[src/rtl/core/memap_pkg.sv]
`timescale 1ns / 1ps
`default_nettype none
package memap_pkg;

  localparam int MapRegs      = 8;
  localparam int NumMappingsD = 8;
  localparam int IdxW         = 3;
  localparam int CcDepth      = 2048;
  localparam int CcAddrW      = 11;
  localparam int PaddrW       = 6;

  localparam logic [1:0] RtNoteOn  = 2'd0;
  localparam logic [1:0] RtNoteOff = 2'd1;
  localparam logic [1:0] RtCc      = 2'd2;
  localparam logic [1:0] RtTick    = 2'd3;

  localparam logic [1:0] ActPulse  = 2'd0;
  localparam logic [1:0] ActFollow = 2'd1;
  localparam logic [1:0] ActPwm    = 2'd2;

  localparam logic [1:0] PmVel   = 2'd0;
  localparam logic [1:0] PmCc    = 2'd1;
  localparam logic [1:0] PmFixed = 2'd2;

  localparam logic [1:0] SusOff = 2'd1;
  localparam logic [1:0] SusOn  = 2'd2;

  localparam logic [6:0] SustainCc = 7'd64;
  localparam logic [6:0] HalfVal   = 7'd64;

  typedef struct packed {
    logic [1:0]  sus;
    logic [6:0]  vmax;
    logic [6:0]  vmin;
    logic [6:0]  pwmval;
    logic [15:0] dur;
    logic [1:0]  pwmmode;
    logic [1:0]  act;
    logic [4:0]  pin;
    logic [6:0]  num;
    logic [4:0]  ch;
    logic        ty;
    logic        en;
  } map_t;

  typedef struct packed {
    logic [4:0] pin;
    logic       kind;
    logic [7:0] level;
  } res_t;

  typedef struct packed {
    logic               clr;
    logic [CcAddrW-1:0] clr_addr;
    logic               load;
    logic               look;
    logic               eval;
    logic [IdxW-1:0]    idx;
    logic               flush;
  } cmd_t;

  typedef struct packed {
    logic stall;
    logic pend_valid;
    logic out_free;
  } sts_t;

  // x*255/127 truncated equals 2x, plus one at full scale
  function automatic logic [7:0] scale(input logic [6:0] x);
    scale = {x, 1'b0} + {7'd0, (x == 7'd127)};
  endfunction

endpackage
`default_nettype wire

[src/rtl/core/memap_ctrl.sv]
`timescale 1ns / 1ps
`default_nettype none
module memap_ctrl
  import memap_pkg::*;
#(
  parameter int NUM_MAPPINGS = NumMappingsD
) (
  input  wire logic clk_i,
  input  wire logic rst_ni,
  input  wire logic req_valid_i,
  output logic      req_ready_o,
  input  wire sts_t sts_i,
  output cmd_t      cmd_o
);
  typedef enum logic [2:0] {Clear, Idle, Look, Scan, Flush} state_e;

  localparam logic [IdxW-1:0] LastIdx = IdxW'(NUM_MAPPINGS - 1);

  state_e             state_q, state_d;
  logic [IdxW-1:0]    idx_q, idx_d;
  logic [CcAddrW-1:0] clr_q, clr_d;

  always_comb begin
    state_d = state_q;
    idx_d   = idx_q;
    clr_d   = clr_q;
    cmd_o   = '0;
    cmd_o.clr_addr = clr_q;
    cmd_o.idx      = idx_q;
    req_ready_o    = 1'b0;
    case (state_q)
      Clear: begin
        cmd_o.clr = 1'b1;
        clr_d = clr_q + 1'b1;
        if (clr_q == '1) begin
          state_d = Idle;
        end
      end
      Idle: begin
        req_ready_o = 1'b1;
        cmd_o.load  = req_valid_i;
        if (req_valid_i) begin
          state_d = Look;
        end
      end
      Look: begin
        cmd_o.look = 1'b1;
        idx_d   = '0;
        state_d = Scan;
      end
      Scan: begin
        cmd_o.eval = 1'b1;
        if (!sts_i.stall) begin
          idx_d = idx_q + 1'b1;
          if (idx_q == LastIdx) begin
            state_d = Flush;
          end
        end
      end
      Flush: begin
        cmd_o.flush = 1'b1;
        if (!sts_i.pend_valid || sts_i.out_free) begin
          state_d = Idle;
        end
      end
      default: state_d = Idle;
    endcase
  end

  always_ff @(posedge clk_i or negedge rst_ni) begin
    if (!rst_ni) begin
      state_q <= Clear;
      idx_q   <= '0;
      clr_q   <= '0;
    end else begin
      state_q <= state_d;
      idx_q   <= idx_d;
      clr_q   <= clr_d;
    end
  end
endmodule
`default_nettype wire

[config.mk]
export PLATFORM = sky130hd
export DESIGN_NAME = memap_ctrl
export DESIGN_NICKNAME = d
export VERILOG_FILES = /design/src/rtl/core/memap_pkg.sv /design/src/rtl/core/memap_ctrl.sv
export SDC_FILE = /design/constraint.sdc
export NUM_CORES = 1
export LEC_CHECK = 0
export ABC_AREA = 1
export BUFFER_PORTS_ARGS = -buffer_cell sky130_fd_sc_hd__buf_2
export CAP_MARGIN = 20
export CORE_MARGIN = 3
export CORE_UTILIZATION = 54
export DETAILED_ROUTE_END_ITERATION = 6
export GPL_ROUTABILITY_DRIVEN = 1
export GPL_TIMING_DRIVEN = 1
export PLACE_DENSITY = 0.78
export SLEW_MARGIN = 5
export SYNTH_ARGS = -nofsm -noshare
export SYNTH_HDL_FRONTEND = slang
export SYNTH_SLANG_ARGS = --single-unit
[constraint.sdc]
create_clock -name clk_i -period 3.5 [get_ports clk_i]
set_input_delay 0.175 -clock clk_i [delete_from_list [all_inputs] [get_ports clk_i]]
set_output_delay 0.175 -clock clk_i [all_outputs]
set_load 0.005 [all_outputs]
==> reports/metrics.yaml <==
setup_path:
  cp.buffers_inverters: 1
  crit_chain: "nor2_1, nand2_1, nor2_1, buf_2"
  arrival_ps: 1300
  crit_family: "flip-flops"
  crit_type: "reg -> out"
  cp-end-kind: "primary output"
  cpMostUsedCell: "nor2_1"
  cpPeakStageDelay_ps: 460
  cp.required_ps: 3320
  crit_slowest_cell: "dfrtp_1"
  critPathMaxFanout: 4
  cp-start-kind: "flip-flop"
synth:
  ys_seq_elements: 17
  synthTopCellsByArea: "dfrtp_1 (45%), nand2_1 (12%), inv_1 (6.8%), nand3_1 (4.8%), ha_1 (4.0%)"
  synth_top_family_by_area: "simple AND/OR/NAND/NOR gates"
  syn_avg_cell_area_um2: 8.21
  syn-cell-area_um2: 945
  yosys_warnings: 0
  synth-adder-area-share: 0.0397
  synth-simple-area-share: 0.350
  syn_nets: 124
  synth_top_cell_by_area: "dfrtp_1"
  synthesis.instances: 115
  synth-compound-area-share: 0.0212
  synth.area.mux_share: 0
  synth-main-ff-cell: "dfrtp_1"
  synth_edf_count: 0
  ys_types: 20
  synthXorXnorAreaFrac: 0.0556
  seq_area_frac_synth: 0.450
  async_flop_share: 1.00
  yosys.area.top_type_share: 0.450
routing:
  route.vias.total: 805
  avgRoutedWirePerCell_um: 11.5
  drt_iter0_drc: 29
  totalWireLength_mm: 1.84
  drt_drc_violations_left: 0
  ant_nets: 0
  firstDrtPassIters: 4
  via_per_inst: 5.03
die:
  pin_count: 26
  dieArea_mm2: 0.00229
  start_util: 0.599
  num_rows: 14
  core_region_area_mm2: 0.00158
  dieWidth_um: 47.8
  die_h_um: 47.8
timing:
  rsz0062_at_grt: "false"
  post-route-period-util: 0.422
  tightest_slew_ps: 373
  hold_viol_final: 0
  period_minus_slack_ps: 1480
  max_freq_ghz: 0.677
  setup_viol: 0
  maxSlewHeadroom: 0.751
  skew_ps: 7.97
  worst_slack_ps: 2020
  fin_setup_tns_ps: 0
  maxSlewViolCount: 0
clock_tree:
  cts_max_level: 1
  ctsRootBufferMaster: "clkbuf_4"
  cts.clk_slew.worst_paths_ps: 110
  cts_tree: "done"
  cts_made_buffers: 3
  cts.sinks: 17
  cts_setup_buffers: 0
  clk_latency_ps: 300
  clockBufferDepth: 2
global_routing:
  grtUsageTotal: 0.191
  grt_pass1_wl_mm: 3.04
  grt_overflow: 0
  grt_pass1_vias: 709
  grt_max_degree: 18
  antenna_found_initial: 0
finish:
  fin_area_mm2: 0.00112
  fillerInstances: 126
  fin_nets: 154
  drive_above_1_share: 0.306
  num_antenna_cells: 0
  layout.cells.non_filler: 160
  area_delta_synth_final_pct: 18.8
placed_design:
  io_buffer_count: 25
  gp_congestion: 0.760
  placed_area_mm2: 0.00108
  hpwl_mm: 1.40
  dp.cells: 155
  pre_cts_slack_ps: 2180
power:
  vdd_drop_max_mv: 0.389
  p_per_area_mw_per_mm2: 700
  p_leak_nw: 0.642
  power.total_mw: 0.785
run_status:
  outcome: "finished, final reports clean"
min_path:
  hold_class: "in -> reg"
run:
  maxCapViolCount: 0
flip-flops by register name, summed over array words and instances (netlist names):
register and flops:
idx_q 3, state_q 3, clr_q 11
cell usage after synthesis, types with 2 or more instances:
cell      n
dfrtp_1  17
ha_1      3
inv_1    17
inv_2     2
nand2_1  31
nand2_2   4
nand3_1   9
nand4_1   2
nor2_1    9
nor2_2    3
nor2_4    3
o21ai_1   3
xnor2_1   4
xor2_1    2
per-stage QoR:
step | hold WS (ps) | utilization
after floorplan | -121 | -
after global placement | 115 | 0.687
after detailed placement | 117 | 0.687
after CTS | 172 | 0.712
after global routing | 195 | 0.712
final | 173 | 0.712
power by group:
part | switching [mW] | total [mW] | internal, mW
logic | 0.209 | 0.351 | 0.142
registers | 0.0695 | 0.324 | 0.254
clock network | 0.0673 | 0.111 | 0.0436
total | 0.346 | 0.785 | 0.439
layout make-up:
| cell class | instances | area (um2) | share of cell area |
|---|---|---|---|
| multi-input cells | 78 | 440 | 0.392 |
| flip-flops and latches | 17 | 425 | 0.379 |
| inverters | 19 | 71.3 | 0.0635 |
| repair buffers | 26 | 135 | 0.120 |
| clock inverters | 1 | 7.51 | 0.00669 |
| well taps | 16 | 20.0 | 0.0178 |
| clock buffers | 3 | 22.5 | 0.0201 |
worst register-to-register path: cells and delay by family, from the launching register on:
| kind | cells | cell delay (ps) |
|---|---|---|
| adder cells (fa/ha/maj) | 2 | 390 |
| AND/OR/NAND/NOR | 6 | 450 |
| flip-flops | 1 | 430 |
final timing paths:
path                            start    endpoint  slack, ps  depth (start not counted)
max                        state_q[2]    cmd_o[6]       2020                          4
min                          sts_i[2]    idx_q[0]        170                          4
max reg2reg                  idx_q[0]  state_q[2]       2150                          8
min reg2reg                  idx_q[1]    idx_q[1]        520                          2
max in group asynchronous      rst_ni    clr_q[1]       2920                          2
min in group asynchronous      rst_ni    clr_q[8]        300                          2
layout by cell type (no fill, tap or decap):
master / instances
nand2_1: 31
buf_2: 25
inv_1: 17
dfrtp_1: 17
nor2_1: 9
nand3_1: 9
nand2_2: 4
xnor2_1: 4
nor2_4: 3
nor2_2: 3
o21ai_1: 3
ha_1: 3
clkbuf_4: 3
inv_2: 2
nand4_1: 2
xor2_1: 2
nand2_4: 1
nor3_4: 1
nand3b_1: 1
nand3_2: 1
o21ai_0: 1
clkinvlp_4: 1
dlygate4sd3_1: 1
what timing repair did:
item | in CTS | in global routing
hold buffers | 1 | 0
gates resized for setup | 0 | 0
endpoints found under the hold margin | 17 | 0
logic make-up (layout without fill, tap and decap cells):
family,after synthesis,after routing
AO/OA/AOI/OAI,4,4
adder cells (fa/ha/maj),3,3
AND/OR/NAND/NOR,65,65
flip-flops,17,17
XOR/XNOR,6,6
buffers and inverters,20,49
metal layers:
metal  GRT usage  vias up  share of wire
li1            -      410              -
met1       0.256      365           0.47
met2       0.298       25           0.45
met3      0.0376        5          0.055
met4      0.0860        0          0.017
met5           0        -              0
Power figures use the tool's default switching activity.
